## config.mk

```make
export PLATFORM = sky130hd
export DESIGN_NAME = sliding_window_majority_smoother
export DESIGN_NICKNAME = d
export VERILOG_FILES = /design/src/rtl/swms_pkg.sv /design/src/rtl/swms_ram.sv /design/src/rtl/swms_ring.sv /design/src/rtl/swms_count.sv /design/src/rtl/swms_outq.sv /design/src/rtl/sliding_window_majority_smoother.sv
export SDC_FILE = /design/constraint.sdc
export NUM_CORES = 1
export LEC_CHECK = 0
export BUFFER_PORTS_ARGS = -buffer_cell sky130_fd_sc_hd__buf_4
export CORE_MARGIN = 4
export CORE_UTILIZATION = 35
export DETAILED_ROUTE_END_ITERATION = 6
export PLACE_DENSITY_LB_ADDON = 0.2
export RECOVER_POWER = 25
export SETUP_SLACK_MARGIN = 0.5
export SYNTH_ARGS = -nofsm -noshare
export SYNTH_HDL_FRONTEND = slang
export SYNTH_SLANG_ARGS = --single-unit
```

## constraint.sdc

```tcl
create_clock -name clk -period 7.75 [get_ports clk]
set_input_delay 1.55 -clock clk [delete_from_list [all_inputs] [get_ports clk]]
set_output_delay 1.55 -clock clk [all_outputs]
set_load 0.03 [all_outputs]
```

## src/rtl/swms_pkg.sv

```systemverilog
// ----------------------------------------------------------------------------
// swms_pkg
// Shared constants and types for the sliding window majority smoother.
// ----------------------------------------------------------------------------
package swms_pkg;

  localparam int WINDOW     = 16;
  localparam int NUM_ZONES  = 8;

  localparam int ZONE_W     = 4;
  localparam int THR_W      = 5;
  localparam int CNT_W      = $clog2(WINDOW + 1);
  localparam int SLOT_W     = $clog2(WINDOW);
  localparam int CNT_DEPTH  = NUM_ZONES + 1;
  localparam int CNT_AW     = $clog2(CNT_DEPTH);
  localparam int CMP_W      = (CNT_W > THR_W) ? CNT_W : THR_W;

  localparam int OQ_DEPTH   = 3;
  localparam int OQ_AW      = $clog2(OQ_DEPTH);
  localparam int OQ_CW      = $clog2(OQ_DEPTH + 1);

  localparam int PADDR_W    = 3;
  localparam int PDATA_W    = 32;

  typedef logic [ZONE_W-1:0] zone_t;
  typedef logic [THR_W-1:0]  thr_t;
  typedef logic [CNT_W-1:0]  cnt_t;
  typedef logic [CNT_AW-1:0] caddr_t;
  typedef logic [SLOT_W-1:0] slot_t;
  typedef logic [CMP_W-1:0]  cmp_t;

  // register word index (paddr[2])
  localparam logic REG_SWITCH_THRESHOLD = 1'b0;

  localparam zone_t RESET_ZONE = zone_t'(3);
  localparam thr_t  THR_RESET  = thr_t'(8);

  // result leaving the count stage
  typedef struct packed {
    logic  valid;
    zone_t smoothed_zone;
    logic  switched;
  } res_t;

endpackage

```

## src/rtl/swms_ram.sv

```systemverilog
// ----------------------------------------------------------------------------
// swms_ram
// Generic RAM: two write ports, two registered read ports, read-first.
// ----------------------------------------------------------------------------
module swms_ram #(
  parameter int WIDTH = 8,
  parameter int DEPTH = 16
) (
  input  logic                     clk,
  input  logic                     we_a,
  input  logic [$clog2(DEPTH)-1:0] waddr_a,
  input  logic [WIDTH-1:0]         wdata_a,
  input  logic                     we_b,
  input  logic [$clog2(DEPTH)-1:0] waddr_b,
  input  logic [WIDTH-1:0]         wdata_b,
  input  logic [$clog2(DEPTH)-1:0] raddr_a,
  output logic [WIDTH-1:0]         rdata_a,
  input  logic [$clog2(DEPTH)-1:0] raddr_b,
  output logic [WIDTH-1:0]         rdata_b
);

  logic [WIDTH-1:0] mem [DEPTH];

  always_ff @(posedge clk) begin
    rdata_a <= mem[raddr_a];
    rdata_b <= mem[raddr_b];
    if (we_a) begin
      mem[waddr_a] <= wdata_a;
    end
    if (we_b) begin
      mem[waddr_b] <= wdata_b;
    end
  end

endmodule

```

## src/rtl/swms_ring.sv

```systemverilog
// ----------------------------------------------------------------------------
// swms_ring
// History ring of recent zones. The entry at the write slot is prefetched
// so the zone about to be overwritten is ready when an item arrives.
// ----------------------------------------------------------------------------
module swms_ring import swms_pkg::*; (
  input  logic  clk,
  input  logic  rst,
  input  logic  take,
  input  logic  zone_ok,
  input  zone_t zone,
  output zone_t old_zone
);

  slot_t             write_slot;
  slot_t             write_slot_next;
  slot_t             raddr;
  logic [WINDOW-1:0] slot_valid;
  logic              rd_valid;
  zone_t             rd_zone;
  logic              we;

  assign we = take && zone_ok;

  always_comb begin
    write_slot_next = write_slot;
    if (we) begin
      write_slot_next = (write_slot == slot_t'(WINDOW - 1)) ? '0 : write_slot + slot_t'(1);
    end
  end

  // read the slot the next item will overwrite; never the slot written now
  assign raddr = rst ? '0 : write_slot_next;

  swms_ram #(
    .WIDTH (ZONE_W),
    .DEPTH (WINDOW)
  ) u_ring_ram (
    .clk     (clk),
    .we_a    (we),
    .waddr_a (write_slot),
    .wdata_a (zone),
    .we_b    (1'b0),
    .waddr_b ('0),
    .wdata_b ('0),
    .raddr_a (raddr),
    .rdata_a (rd_zone),
    .raddr_b (raddr),
    .rdata_b ()
  );

  always_ff @(posedge clk) begin
    if (rst) begin
      write_slot <= '0;
      slot_valid <= '0;
      rd_valid   <= 1'b0;
    end else begin
      write_slot <= write_slot_next;
      rd_valid   <= slot_valid[raddr];
      if (we) begin
        slot_valid[write_slot] <= 1'b1;
      end
    end
  end

  // never-written slots read as zero
  assign old_zone = rd_valid ? rd_zone : '0;

endmodule

```

## src/rtl/swms_count.sv

```systemverilog
// ----------------------------------------------------------------------------
// swms_count
// Zone occurrence counts: read at accept, update and write back in the next
// cycle, with forwarding of the previous item's writes. Holds the
// smoothed zone and forms the result.
// ----------------------------------------------------------------------------
module swms_count import swms_pkg::*; (
  input  logic  clk,
  input  logic  rst,
  input  logic  take,
  input  logic  zone_ok,
  input  zone_t zone,
  input  logic  confident,
  input  zone_t old_zone,
  input  thr_t  thr,
  output res_t  res
);

  caddr_t             raddr_a;
  caddr_t             raddr_b;
  cnt_t               rd_a;
  cnt_t               rd_b;
  logic [CNT_DEPTH-1:0] cnt_valid;
  logic               rv_a;
  logic               rv_b;

  logic               b_valid;
  logic               b_ok;
  logic               b_conf;
  zone_t              b_zone;
  caddr_t             b_oaddr;
  caddr_t             b_zaddr;

  logic               fw_we_a;
  caddr_t             fw_addr_a;
  cnt_t               fw_data_a;
  logic               fw_we_b;
  caddr_t             fw_addr_b;
  cnt_t               fw_data_b;

  zone_t              cur_zone;

  cnt_t               old_cnt;
  cnt_t               z_cnt;
  cnt_t               dec_cnt;
  cnt_t               z_base;
  cnt_t               z_new;
  logic               we_a;
  logic               we_b;
  logic               sw;

  assign raddr_a = old_zone[CNT_AW-1:0];
  assign raddr_b = zone[CNT_AW-1:0];
  assign b_zaddr = b_zone[CNT_AW-1:0];

  swms_ram #(
    .WIDTH (CNT_W),
    .DEPTH (CNT_DEPTH)
  ) u_cnt_ram (
    .clk     (clk),
    .we_a    (we_a),
    .waddr_a (b_oaddr),
    .wdata_a (dec_cnt),
    .we_b    (we_b),
    .waddr_b (b_zaddr),
    .wdata_b (z_new),
    .raddr_a (raddr_a),
    .rdata_a (rd_a),
    .raddr_b (raddr_b),
    .rdata_b (rd_b)
  );

  always_comb begin
    // newest write wins: port b carries the new zone's count
    priority if (fw_we_b && fw_addr_b == b_oaddr) begin
      old_cnt = fw_data_b;
    end else if (fw_we_a && fw_addr_a == b_oaddr) begin
      old_cnt = fw_data_a;
    end else begin
      old_cnt = rv_a ? rd_a : '0;
    end

    priority if (fw_we_b && fw_addr_b == b_zaddr) begin
      z_cnt = fw_data_b;
    end else if (fw_we_a && fw_addr_a == b_zaddr) begin
      z_cnt = fw_data_a;
    end else begin
      z_cnt = rv_b ? rd_b : '0;
    end

    dec_cnt = (old_cnt != '0) ? old_cnt - cnt_t'(1) : old_cnt;
    z_base  = (b_oaddr == b_zaddr) ? dec_cnt : z_cnt;
    z_new   = (z_base < cnt_t'(WINDOW)) ? z_base + cnt_t'(1) : z_base;

    we_b = b_valid && b_ok;
    we_a = we_b && (b_oaddr != b_zaddr);

    sw = we_b && b_conf && (cmp_t'(z_new) > cmp_t'(thr)) && (b_zone != cur_zone);
  end

  always_ff @(posedge clk) begin
    if (rst) begin
      b_valid   <= 1'b0;
      rv_a      <= 1'b0;
      rv_b      <= 1'b0;
      cnt_valid <= '0;
      fw_we_a   <= 1'b0;
      fw_we_b   <= 1'b0;
      cur_zone  <= RESET_ZONE;
    end else begin
      b_valid <= take;
      rv_a    <= cnt_valid[raddr_a];
      rv_b    <= cnt_valid[raddr_b];
      fw_we_a <= we_a;
      fw_we_b <= we_b;
      if (we_a) begin
        cnt_valid[b_oaddr] <= 1'b1;
      end
      if (we_b) begin
        cnt_valid[b_zaddr] <= 1'b1;
      end
      if (sw) begin
        cur_zone <= b_zone;
      end
    end
  end

  always_ff @(posedge clk) begin
    if (take) begin
      b_ok    <= zone_ok;
      b_conf  <= confident;
      b_zone  <= zone;
      b_oaddr <= raddr_a;
    end
    fw_addr_a <= b_oaddr;
    fw_data_a <= dec_cnt;
    fw_addr_b <= b_zaddr;
    fw_data_b <= z_new;
  end

  assign res.valid         = b_valid;
  assign res.smoothed_zone = sw ? b_zone : cur_zone;
  assign res.switched      = sw;

endmodule

```

## src/rtl/swms_outq.sv

```systemverilog
// ----------------------------------------------------------------------------
// swms_outq
// Small result queue that decouples the count stage from output stalls.
// ----------------------------------------------------------------------------
module swms_outq import swms_pkg::*; (
  input  logic             clk,
  input  logic             rst,
  input  res_t             res,
  output logic [OQ_CW-1:0] occ,
  output logic             out_valid,
  input  logic             out_ready,
  output zone_t            smoothed_zone,
  output logic             switched
);

  typedef struct packed {
    zone_t zone;
    logic  sw;
  } entry_t;

  typedef logic [OQ_AW-1:0] qptr_t;

  entry_t entries [OQ_DEPTH];
  qptr_t  wr_ptr;
  qptr_t  rd_ptr;
  logic   push;
  logic   pop;

  assign push = res.valid;
  assign pop  = out_valid && out_ready;

  always_ff @(posedge clk) begin
    if (rst) begin
      wr_ptr <= '0;
      rd_ptr <= '0;
      occ    <= '0;
    end else begin
      if (push) begin
        wr_ptr <= (wr_ptr == qptr_t'(OQ_DEPTH - 1)) ? '0 : wr_ptr + qptr_t'(1);
      end
      if (pop) begin
        rd_ptr <= (rd_ptr == qptr_t'(OQ_DEPTH - 1)) ? '0 : rd_ptr + qptr_t'(1);
      end
      unique case ({push, pop})
        2'b10:   occ <= occ + (OQ_CW)'(1);
        2'b01:   occ <= occ - (OQ_CW)'(1);
        default: occ <= occ;
      endcase
    end
  end

  always_ff @(posedge clk) begin
    if (push) begin
      entries[wr_ptr] <= '{zone: res.smoothed_zone, sw: res.switched};
    end
  end

  assign out_valid     = (occ != '0);
  assign smoothed_zone = entries[rd_ptr].zone;
  assign switched      = entries[rd_ptr].sw;

endmodule

```

## src/rtl/sliding_window_majority_smoother.sv

```systemverilog
// ----------------------------------------------------------------------------
// sliding_window_majority_smoother
// Path: history and counts are read at the accept edge; the count stage then
//   updates the counts and pushes the result into the queue for the output.
// Throughput: one item per cycle while the result queue has room, set by the
//   count memory's read/write-back loop with forwarding; a three-entry result
//   queue absorbs output stalls.
// Reset: history and counts read as zero through valid bits (no clearing
//   pass); smoothed zone resets to 3, switch_threshold to 8.
// ----------------------------------------------------------------------------
module sliding_window_majority_smoother import swms_pkg::*; (
  input  logic               clk,
  input  logic               rst,
  input  logic               in_valid,
  output logic               in_ready,
  input  zone_t              zone,
  input  logic               confident,
  output logic               out_valid,
  input  logic               out_ready,
  output zone_t              smoothed_zone,
  output logic               switched,
  input  logic               psel,
  input  logic               penable,
  input  logic               pwrite,
  input  logic [PADDR_W-1:0] paddr,
  input  logic [PDATA_W-1:0] pwdata,
  output logic [PDATA_W-1:0] prdata,
  output logic               pready
);

  thr_t             switch_threshold;
  logic             take;
  logic             zone_ok;
  zone_t            old_zone;
  res_t             res;
  logic [OQ_CW-1:0] occ;
  logic             reg_sel;

  // configuration port
  assign pready  = 1'b1;
  assign reg_sel = (paddr[PADDR_W-1:2] == REG_SWITCH_THRESHOLD);

  always_ff @(posedge clk) begin
    if (rst) begin
      switch_threshold <= THR_RESET;
    end else if (psel && penable && pwrite && pready && reg_sel) begin
      switch_threshold <= pwdata[THR_W-1:0];
    end
  end

  assign prdata = reg_sel ? PDATA_W'(switch_threshold) : '0;

  // accept only with room for the result behind the one in flight
  assign in_ready = !rst &&
                    ((OQ_CW + 1)'(occ) + (OQ_CW + 1)'(res.valid) < (OQ_CW + 1)'(OQ_DEPTH));
  assign take     = in_valid && in_ready;
  assign zone_ok  = (zone <= zone_t'(NUM_ZONES));

  swms_ring u_ring (
    .clk      (clk),
    .rst      (rst),
    .take     (take),
    .zone_ok  (zone_ok),
    .zone     (zone),
    .old_zone (old_zone)
  );

  swms_count u_count (
    .clk       (clk),
    .rst       (rst),
    .take      (take),
    .zone_ok   (zone_ok),
    .zone      (zone),
    .confident (confident),
    .old_zone  (old_zone),
    .thr       (switch_threshold),
    .res       (res)
  );

  swms_outq u_outq (
    .clk           (clk),
    .rst           (rst),
    .res           (res),
    .occ           (occ),
    .out_valid     (out_valid),
    .out_ready     (out_ready),
    .smoothed_zone (smoothed_zone),
    .switched      (switched)
  );

  // result queue never overflows
  a_no_overflow: assert property (@(posedge clk) disable iff (rst)
    res.valid |-> (occ < OQ_CW'(OQ_DEPTH) || (out_valid && out_ready)))
    else $error("result queue overflow");

  // every accepted transfer reaches the count stage on the next cycle
  a_count_stage: assert property (@(posedge clk) disable iff (rst)
    take |=> res.valid)
    else $error("accepted item lost before count stage");

  // a switch always moves to a legal zone
  a_switch_legal: assert property (@(posedge clk) disable iff (rst)
    (res.valid && res.switched) |-> (res.smoothed_zone <= zone_t'(NUM_ZONES)))
    else $error("switched to an out-of-range zone");

endmodule

```

==> out/metrics.yaml, run 1 <==
dieArea_sq_mm: 0.0334
fin_crit_sh_pct: 80.6
cts-root-buf: "clkbuf_16"
grt_max_degree: 44
drive_gt1_share_pct: 14.1
wl_met1_mm: 13.0
synth.distinct_cells: 70
ys_ff_latch: 218
via_count: 6995
antenna_left: 0
cts.clk_slew.worst_paths_ns: 0.06
ys_seq_area_share_pct: 53.3
async_reset_ff_share_pct: 0
portBuffers: 29
cts_resized: 0
synth_warnings: 0
worst-path-max-fanout: 13
cts_buffers: 24
top_layer_used: "met4"
wl_met2_mm: 12.0
synth_top_cell_area_share_pct: 37.6
synth_common_cells: "edfxtp_1 (134), nor2_1 (104), mux2i_1 (88)"
wl_mm: 26.8
max-cap-violations: 4
slew_headroom_pct: -44.6
start_util_pct: 35.8
gp_congestion: 0.823
met3_length_mm: 1.16
p_int_uw: 2030
tightest_slew_ns: 2.17
wl_per_cell_microns: 19.8
outcome: "finished, violations left"
antenna_found_initial: 0
area_delta_synth_final_pct: 11.5
hold_buffers: 0
violations: "capacitance limit, slew limit"
ys.flop_type: "edfxtp_1"
grt_overflow: 0
drc: 0
postCtsSetupRepairBufs: 0
pwr-share-comb_pct: 11.4
fin_worst_skew_ns: 0.0161
fin_crit_ns: 6.25
finalHoldViolations: 0
yosysTopAreaCell: "edfxtp_1"
report.final.slew_viol_count: 121
yosysMostFrequentCell: "edfxtp_1"
pin_count: 87
cts.sinks: 218
setup_tns_ns: 0
synth_area_sq_mm: 0.0107
antenna_cells: 0
drtIter0Drc: 555
netlist_instances: 920
p_per_area_mw_per_mm2: 228
core_area_sq_mm: 0.0299
cts_buffer_depth: 3
rows: 63
rsz0062_at_grt: "false"
htree_levels: 1
avgSynthCellArea_sq_um: 11.6
cp-end-kind: "flip-flop"
chipWidth_microns: 183
clock_latency_ns: 0.52
arrival_ns: 6.66
cp-start-kind: "flip-flop"
grtUsageTotal_pct: 16.0
clkPwrFrac_pct: 40.1
crit_type: "flip-flop to flip-flop"
finalSetupViolCount: 0
grt_pass1_vias: 6697
cp.required_ns: 8.16
grt_pass1_wl_mm: 41.3
final_core_util_pct: 40.0
hpwlAfterDp_mm: 18.5
synth_edf_count: 134
irDropWorstVdd_v: 0.000160
p_sw_uw: 693
first_pass_iters: 5
fmax_mhz: 160
die_h_microns: 183
synth_area_leaders: "edfxtp_1 (38%), dfxtp_1 (16%), mux2i_1 (8.2%), mux4_2 (5.7%), nor2_1 (3.6%)"
leakage_uw: 0.00425
vias_per_cell: 5.18
hold_class: "flip-flop to flip-flop"
nets: 1003
switching_share_pct: 25.5
pwr-share-seq_pct: 48.4
cts_tree: "yes"
-- metal layers --
layer	up-vias	GRT usage, %
met3	35	1.96
met2	181	24.3
met5	-	0
li1	3360	-
met4	0	4.44
met1	3419	24.1
-- final cells by class --
class | instances | area (sq um)
Clock buffer | 33 | 664
Clock inverter | 11 | 95.1
Fill cell | 2845 | 17900
Inverter | 22 | 85.1
Multi-Input combinational cell | 631 | 4580
Sequential cell | 218 | 5710
Tap cell | 390 | 488
Timing Repair Buffer | 45 | 323
-- final timing paths --
check                                        start                                to  slack, ns  cells after the start
setup / recovery      u_count.b_oaddr[1]$_DFFE_PP_    u_count.cur_zone[1]$_SDFF_PP1_       1.50                     25
hold / removal    switch_threshold[3]$_SDFFE_PP1P_  switch_threshold[3]$_SDFFE_PP1P_       0.47                      1
setup reg to reg      u_count.b_oaddr[1]$_DFFE_PP_    u_count.cur_zone[1]$_SDFF_PP1_       1.50                     25
hold reg to reg   switch_threshold[3]$_SDFFE_PP1P_  switch_threshold[3]$_SDFFE_PP1P_       0.47                      1
-- state kept, by name (all words and copies together), names as in the netlist, 5 cells and up, named ones only --
register	count
u_ring.u_ring_ram.mem	64
u_count.u_cnt_ram.mem	45
u_ring.slot_valid	16
u_outq.entries	15
u_count.cnt_valid	9
switch_threshold	5
u_count.fw_data_a	5
u_count.fw_data_b	5
u_count.u_cnt_ram.rdata_a	5
u_count.u_cnt_ram.rdata_b	5
-- placed cells by master (no fill, tap or decap), drive strengths merged, types with 23 or more instances in the layout --
master  Yosys  final
edfxtp    134    134
nor2      105    105
mux2i      90     90
dfxtp      84     84
nand2      66     66
o21ai      46     46
buf        50     40
clkbuf     25     38
a21oi      34     34
conb        2     28
mux4       27     27
and2       24     24
a211oi     23     23
inv        22     23
-- per-stage QoR --
stage	cells	hold WS (ns)	instance area, sq um	power (uW)	worst slack (ns)
final	1350	0.467	11900	2720	1.50
after global routing	1350	0.492	11900	2840	0.973
after CTS	1350	0.471	12000	2750	1.51
after detailed placement	1306	0.458	11200	1650	1.56
after global placement	1306	0.450	11200	1650	1.60
after floorplan	946	0.343	10800	1570	2.22
-- power groups by stage --
stage	clock [uW]	combinational, uW	sequential, uW
2_1_floorplan	0	253	1310
3_3_place_gp	0	310	1340
3_5_place_dp	0	313	1340
4_1_cts	1120	315	1320
5_1_grt	1180	344	1320
6_report	1090	311	1320
-- worst max-delay path: stages (launching register included) --
cell and delay, ns:
edfxtp_1 0.57, xnor2_1 0.27, and2_0 0.33, a21oi_1 0.13, o31a_4 0.41, inv_1 0.12
ha_1 0.26, inv_1 0.11, nor4_2 0.39, mux2i_1 0.22, buf_4 0.24, a21o_1 0.23
ha_1 0.23, nor2b_1 0.17, o21ai_2 0.08, xor2_2 0.45, inv_1 0.15, ha_1 0.32
o21a_1 0.12, o21ai_0 0.07, nand2b_1 0.08, a21oi_1 0.07, a311oi_1 0.21, buf_4 0.22
mux2_2 0.39, or2_2 0.27
-- cells by family after synthesis --
family | synth area share [%]
compound gates | 9.63
xor+xnor | 2.69
fa+ha+maj | 1.64
buf+inv | 4.97
flops | 53.3
mux | 14.9
other cells | 0.0702
simple gates | 12.8
Power figures use the tool's default switching activity.
==> run 2: changes to the inputs <==
- clock period: 7.75 -> 5.68 ns (I/O delays scaled with it)
==> run 2 against run 1 <==
Net effect: the flow still finishes with violations (capacitance limit, slew limit); critical path depth shrank 1; clock power rose by 61%; hold slack improved by 0.0028 ns; sequential cell count unchanged; setup slack got worse by 0.85 ns; highest routed layer unchanged; critical path type unchanged; total power increased by 47%; count of clock-buffer cells in the layout rose by 2; die area unchanged.
==> out/metrics.yaml, run 2 (synthesized netlist as in run 1, its figures left out) <==
arrival_ns: 5.45  # was 6.66 ns
fin_worst_skew_ns: 0.0147  # was 0.0161 ns
placed_cells: 1314  # was 1306
outcome: "finished, violations left"  # unchanged
grtUsageTotal_pct: 15.1  # was 16.0%
cts_buffer_depth: 3  # unchanged
area_delta_synth_final_pct: 15.2  # was 11.5%
drive_gt1_share_pct: 17.8  # was 14.1%
irDropWorstVdd_v: 0.000285  # was 0.000160 V
cp-start-kind: "flip-flop"  # unchanged
finalHoldViolations: 0  # unchanged
rsz0062_at_grt: "false"  # unchanged
fin_crit_sh_pct: 88.6  # was 80.6%
drtIter0Drc: 501  # was 555
pin_count: 87  # unchanged
regMostFlops: "u_ring.u_ring_ram.mem"  # unchanged
cts_tree: "yes"  # unchanged
portBuffers: 29  # unchanged
violations: "capacitance limit, slew limit"  # unchanged
grt_overflow: 0  # unchanged
nets: 1024  # was 1003
slew_headroom_pct: -39.1  # was -44.6%
gp_congestion: 0.811  # was 0.823
r2r-end: "u_count.cur_zone[1]$_SDFF_PP1_"  # unchanged
p_per_area_mw_per_mm2: 324  # was 228 mW/mm^2
final_cell_mix: "edfxtp_1 (134), nor2_1 (103), mux2i_1 (88)"  # was edfxtp_1 (134), nor2_1 (104), mux2i_1 (88)
reg2reg_depth: 24  # was 25
vias_per_cell: 5.09  # was 5.18
hp-start: "switch_threshold[3]$_SDFFE_PP1P_"  # unchanged
stdcell_count: 1372  # was 1350
cts.sinks: 218  # unchanged
min_to: "switch_threshold[3]$_SDFFE_PP1P_"  # unchanged
cp.required_ns: 6.10  # was 8.16 ns
drc: 0  # unchanged
fin_crit_ns: 5.03  # was 6.25 ns
die_h_microns: 183  # unchanged
crit_type: "flip-flop to flip-flop"  # unchanged
setup_tns_ns: 0  # unchanged
antenna_found_initial: 0  # unchanged
core_area_sq_mm: 0.0299  # unchanged
first_pass_iters: 5  # unchanged
reg2reg_slack_ns: 0.65  # was 1.50 ns
final_common_cell: "edfxtp_1"  # unchanged
report.final.slew_viol_count: 119  # was 121
worst-path-max-fanout: 8  # was 13
largest_reg_flops: 64  # unchanged
max-cap-violations: 4  # unchanged
wl_per_cell_microns: 18.7  # was 19.8 microns
hpwlAfterDp_mm: 17.6  # was 18.5 mm
dieArea_sq_mm: 0.0334  # unchanged
antenna_cells: 0  # unchanged
leakage_uw: 0.00444  # was 0.00425 uW
finalSetupViolCount: 0  # unchanged
hold_class: "flip-flop to flip-flop"  # unchanged
tightest_slew_ns: 2.09  # was 2.17 ns
rows: 63  # unchanged
hold_buffers: 0  # unchanged
timing.rr.start: "u_count.b_oaddr[0]$_DFFE_PP_"  # was u_count.b_oaddr[1]$_DFFE_PP_
cts_buffers: 25  # was 24
cts-root-buf: "clkbuf_16"  # unchanged
nFillCells: 2857  # was 2845
htree_levels: 1  # unchanged
top_regs: "u_ring.u_ring_ram.mem x64, u_count.u_cnt_ram.mem x45, u_ring.slot_valid x16"  # unchanged
antenna_left: 0  # unchanged
via_count: 6987  # was 6995
cp-end-kind: "flip-flop"  # unchanged
clock_latency_ns: 0.53  # was 0.52 ns
cts.clk_slew.worst_paths_ns: 0.06  # about the same
grt_pass1_wl_mm: 40.0  # was 41.3 mm
fmax_mhz: 199  # was 160 MHz
wl_mm: 25.6  # was 26.8 mm
min_path_cells: 1  # unchanged
chipWidth_microns: 183  # unchanged
start_util_pct: 35.8  # unchanged
grt_pass1_vias: 6905  # was 6697
grt_max_degree: 50  # was 44
run 2: layer usage:
layer / vias up / track usage [%] / wire length, microns
met5: - / 0 / 0
met1: 3362 / 20.7 / 11500
met2: 185 / 25.2 / 12300
met4: 0 / 4.11 / 660
li1: 3399 / - / -
met3: 41 / 2.20 / 1230
run 2: worst max-delay path by stage:
stage / slack (ns) / cells after the start / start / endpoint
floorplan: 0.50 / 25 / u_count.b_oaddr[0]$_DFFE_PP_ / u_count.cur_zone[0]$_SDFF_PP1_
global placement: 0.24 / 23 / u_count.b_oaddr[2]$_DFFE_PP_ / u_count.cur_zone[1]$_SDFF_PP1_
detailed placement: 0.22 / 23 / u_count.b_oaddr[2]$_DFFE_PP_ / u_count.cur_zone[1]$_SDFF_PP1_
CTS: 0.51 / 25 / u_count.b_oaddr[2]$_DFFE_PP_ / u_count.cur_zone[0]$_SDFF_PP1_
global route: 0.28 / 9 / zone[1] / u_ring.rd_valid$_SDFF_PP0_
finish: 0.65 / 24 / u_count.b_oaddr[0]$_DFFE_PP_ / u_count.cur_zone[1]$_SDFF_PP1_
run 2: power by group:
part           leakage (uW)  internal [uW]  switching (uW)
combinational       0.00208            176             272
clock              0.000451           1090             661
sequential          0.00190           1740            53.5
run 2: through the flow:
stage               power, uW  area (sq um)  setup slack (ns)  hold slack (ns)  utilization, %
global placement         2250         11300             0.241            0.446            37.8
CTS                      4030         12200             0.515            0.472            41.0
detailed placement       2260         11300             0.216            0.452            37.8
floorplan                2140         10800             0.500            0.343               -
finish                   3990         12300             0.650            0.470            41.3
global route             4150         12300             0.278            0.491            41.3
run 2: cell type report:
class                   count  area (sq um)  share of cell area (%)
flip-flops and latches    218          5710                    46.3
multi-input cells         631          4680                    38.0
clock buffers              35           734                    5.96
well taps                 390           488                    3.96
repair buffers             65           454                    3.68
clock inverters            11           179                    1.45
inverters                  22          85.1                   0.690
run 2: worst max-delay path, cell delays in order, from the launching register on:
cell and delay (ns):
edfxtp_1 0.36, clkbuf_1 0.38, xnor2_2 0.17, nand2_2 0.13, or3_1 0.34, o31a_4 0.15
inv_2 0.10, ha_4 0.17, inv_2 0.06, nor4_4 0.19, mux2i_1 0.29, a21o_1 0.24
ha_2 0.31, mux2i_4 0.14, inv_1 0.09, ha_1 0.30, nor2b_2 0.16, o21a_1 0.16
o21ai_0 0.14, nand2b_1 0.09, a21oi_2 0.16, a311oi_2 0.05, buf_4 0.17, mux2_2 0.30
or2_2 0.27
run 2: what timing repair did:
action	in CTS	in global routing
resized for setup	4	16
endpoints found under the setup margin	16	19
pin swaps	4	5
buffers inserted	5	7
gates cloned	0	0
==> run 3: changes to the inputs <==
- CORE_MARGIN: 4 -> not set
- PLACE_DENSITY: not set -> 0.51
- PLACE_DENSITY_LB_ADDON: 0.2 -> not set
==> run 3 against run 2 <==
Net effect: the flow still finishes with violations (capacitance limit, slew limit); fmax is 0.13% higher; global-route usage is 1.4 points higher; critical path depth is 3 higher; sequential share of layout area is 0.085 points higher; sequential power hardly changed; core utilization is 0.075 points lower; count of clock-buffer cells in the layout is 4 higher; first-iteration DRC count is 19% lower; non-clock buffer count is 11 higher; highest routed layer is now met5.
==> out/metrics.yaml, run 3 (synthesized netlist as in run 1, its figures left out) <==
vias_per_cell: 5.05  # was 5.09
wl_mm: 25.4  # was 25.6 mm
p_int_uw: 2890  # was 3010 uW
grt_overflow: 0  # unchanged
drtIter0Drc: 407  # was 501
fin_crit_ns: 5.02  # was 5.03 ns
grt_max_degree: 50  # unchanged
outcome: "finished, violations left"  # unchanged
clock_latency_ns: 0.54  # was 0.53 ns
placed_area_sq_mm: 0.0113  # about the same
crit_type: "flip-flop to flip-flop"  # unchanged
pin_count: 87  # unchanged
core_area_sq_mm: 0.0299  # unchanged
p_per_area_mw_per_mm2: 313  # was 324 mW/mm^2
fin_crit_sh_pct: 88.4  # was 88.6%
cts_buffers: 25  # unchanged
hold_buffers: 0  # unchanged
regMostFlops: "u_ring.u_ring_ram.mem"  # unchanged
grt_pass1_wl_mm: 39.4  # was 40.0 mm
p_sw_uw: 965  # was 986 uW
antenna_found_initial: 0  # unchanged
antenna_cells: 0  # unchanged
start_util_pct: 35.8  # unchanged
drive_gt1_share_pct: 17.6  # was 17.8%
final_core_util_pct: 41.2  # was 41.3%
cts-root-buf: "clkbuf_16"  # unchanged
grtUsageTotal_pct: 16.5  # was 15.1%
cp-start-kind: "flip-flop"  # unchanged
final_common_cell: "edfxtp_1"  # unchanged
antenna_left: 0  # unchanged
arrival_ns: 5.44  # was 5.45 ns
finalHoldViolations: 0  # unchanged
crit_path_max_incr_delay_ns: 0.40  # was 0.38 ns
gp_congestion: 0.883  # was 0.811
leakage_uw: 0.00444  # about the same
wl_per_cell_microns: 18.4  # was 18.7 microns
cts_tree: "yes"  # unchanged
drc: 0  # unchanged
chipWidth_microns: 177  # was 183 microns
hold_class: "flip-flop to flip-flop"  # unchanged
crit_family: "simple AND/OR/NAND/NOR gates"  # unchanged
finalSetupViolCount: 0  # unchanged
cp.required_ns: 6.10  # about the same
switching_share_pct: 25.0  # was 24.7%
cp-end-kind: "flip-flop"  # unchanged
nets: 1035  # was 1024
report.final.slew_viol_count: 137  # was 119
max-cap-violations: 5  # was 4
nFillCells: 2856  # was 2857
cts_buffer_depth: 3  # unchanged
slew_headroom_pct: -70.0  # was -39.1%
tightest_slew_ns: 2.55  # was 2.09 ns
setup_tns_ns: 0  # unchanged
fmax_mhz: 199  # about the same
pwr-share-comb_pct: 11.7  # was 11.2%
critPathBufInv: 6  # was 5
htree_levels: 1  # unchanged
finalInstanceArea_sq_mm: 0.0123  # about the same
portBuffers: 29  # unchanged
die_h_microns: 177  # was 183 microns
first_pass_iters: 5  # unchanged
violations: "capacitance limit, slew limit"  # unchanged
final_cell_mix: "edfxtp_1 (134), nor2_1 (102), mux2i_1 (88)"  # was edfxtp_1 (134), nor2_1 (103), mux2i_1 (88)
rows: 63  # unchanged
cts.clk_slew.worst_paths_ns: 0.06  # about the same
dieArea_sq_mm: 0.0313  # was 0.0334 sq mm
top_regs: "u_ring.u_ring_ram.mem x64, u_count.u_cnt_ram.mem x45, u_ring.slot_valid x16"  # unchanged
worst-path-max-fanout: 8  # unchanged
largest_reg_flops: 64  # unchanged
grt_pass1_vias: 6809  # was 6905
hpwlAfterDp_mm: 17.5  # was 17.6 mm
rsz0062_at_grt: "false"  # unchanged
slowest_stage: "clkbuf_1"  # unchanged
irDropWorstVdd_v: 0.000245  # was 0.000285 V
via_count: 6983  # was 6987
pwr-share-seq_pct: 46.4  # was 44.9%
area_delta_synth_final_pct: 15.0  # was 15.2%
cts.sinks: 218  # unchanged
clkPwrFrac_pct: 41.9  # was 43.9%
fin_worst_skew_ns: 0.00676  # was 0.0147 ns
run 3: path summary, 6_finish.rpt:
kind,from,endpoint,slack [ns],depth (start not counted)
worst max-delay path,u_count.b_oaddr[0]$_DFFE_PP_,u_count.cur_zone[1]$_SDFF_PP1_,0.66,27
worst min-delay path,u_ring.slot_valid[15]$_SDFFE_PP0P_,u_ring.slot_valid[15]$_SDFFE_PP0P_,0.47,2
worst max register to register,u_count.b_oaddr[0]$_DFFE_PP_,u_count.cur_zone[1]$_SDFF_PP1_,0.66,27
worst min register to register,u_ring.slot_valid[15]$_SDFFE_PP0P_,u_ring.slot_valid[15]$_SDFFE_PP0P_,0.47,2
run 3: area by class of cell:
class / count / area [sq um] / area share (%)
Sequential cell: 218 / 5710 / 46.4
Multi-Input combinational cell: 631 / 4680 / 38.0
Clock buffer: 39 / 728 / 5.92
Timing Repair Buffer: 76 / 526 / 4.27
Tap cell: 390 / 488 / 3.97
Clock inverter: 6 / 97.6 / 0.793
Inverter: 22 / 85.1 / 0.691
run 3: per-layer routing:
layer / GRT usage, % / wire length [microns]
met1: 22.2 / 11600
met5: 1.12 / 54
met3: 2.08 / 857
met2: 27.3 / 12100
met4: 5.32 / 754
run 3: worst register-to-register path, delay by kind of cell, from the launching register on:
kind	cells	cell delay, ns
AOI/OAI and AO/OA	7	0.77
and+or+nand+nor	7	1.23
adders and majority gates	3	0.70
DFF	1	0.37
buffers and inverters	6	1.04
muxes	1	0.37
xor gates and xnor gates	3	0.43
run 3: repair_timing:
item / CTS / global route
resized for setup: 7 / 10
hold endpoints to repair: 0 / 0
pin swaps: 7 / 8
setup endpoints to repair: 19 / 19
buffers inserted: 11 / 8
run 3: power groups by stage:
| stage | sequential (uW) | combinational, uW | clock, uW |
|---|---|---|---|
| after floorplan | 1790 | 349 | 0 |
| after global placement | 1820 | 436 | 0 |
| after detailed placement | 1820 | 439 | 0 |
| after CTS | 1790 | 453 | 1650 |
| after global routing | 1800 | 498 | 1710 |
| final | 1790 | 452 | 1610 |
run 3: per-stage QoR:
stage               setup WS, ns  std cells  hold slack (ns)  total power [uW]
floorplan                  0.500        946            0.343              2140
global placement           0.170       1318            0.447              2260
detailed placement         0.146       1318            0.455              2260
CTS                        0.508       1374            0.471              3900
global route               0.363       1382            0.483              4000
finish                     0.656       1382            0.468              3860
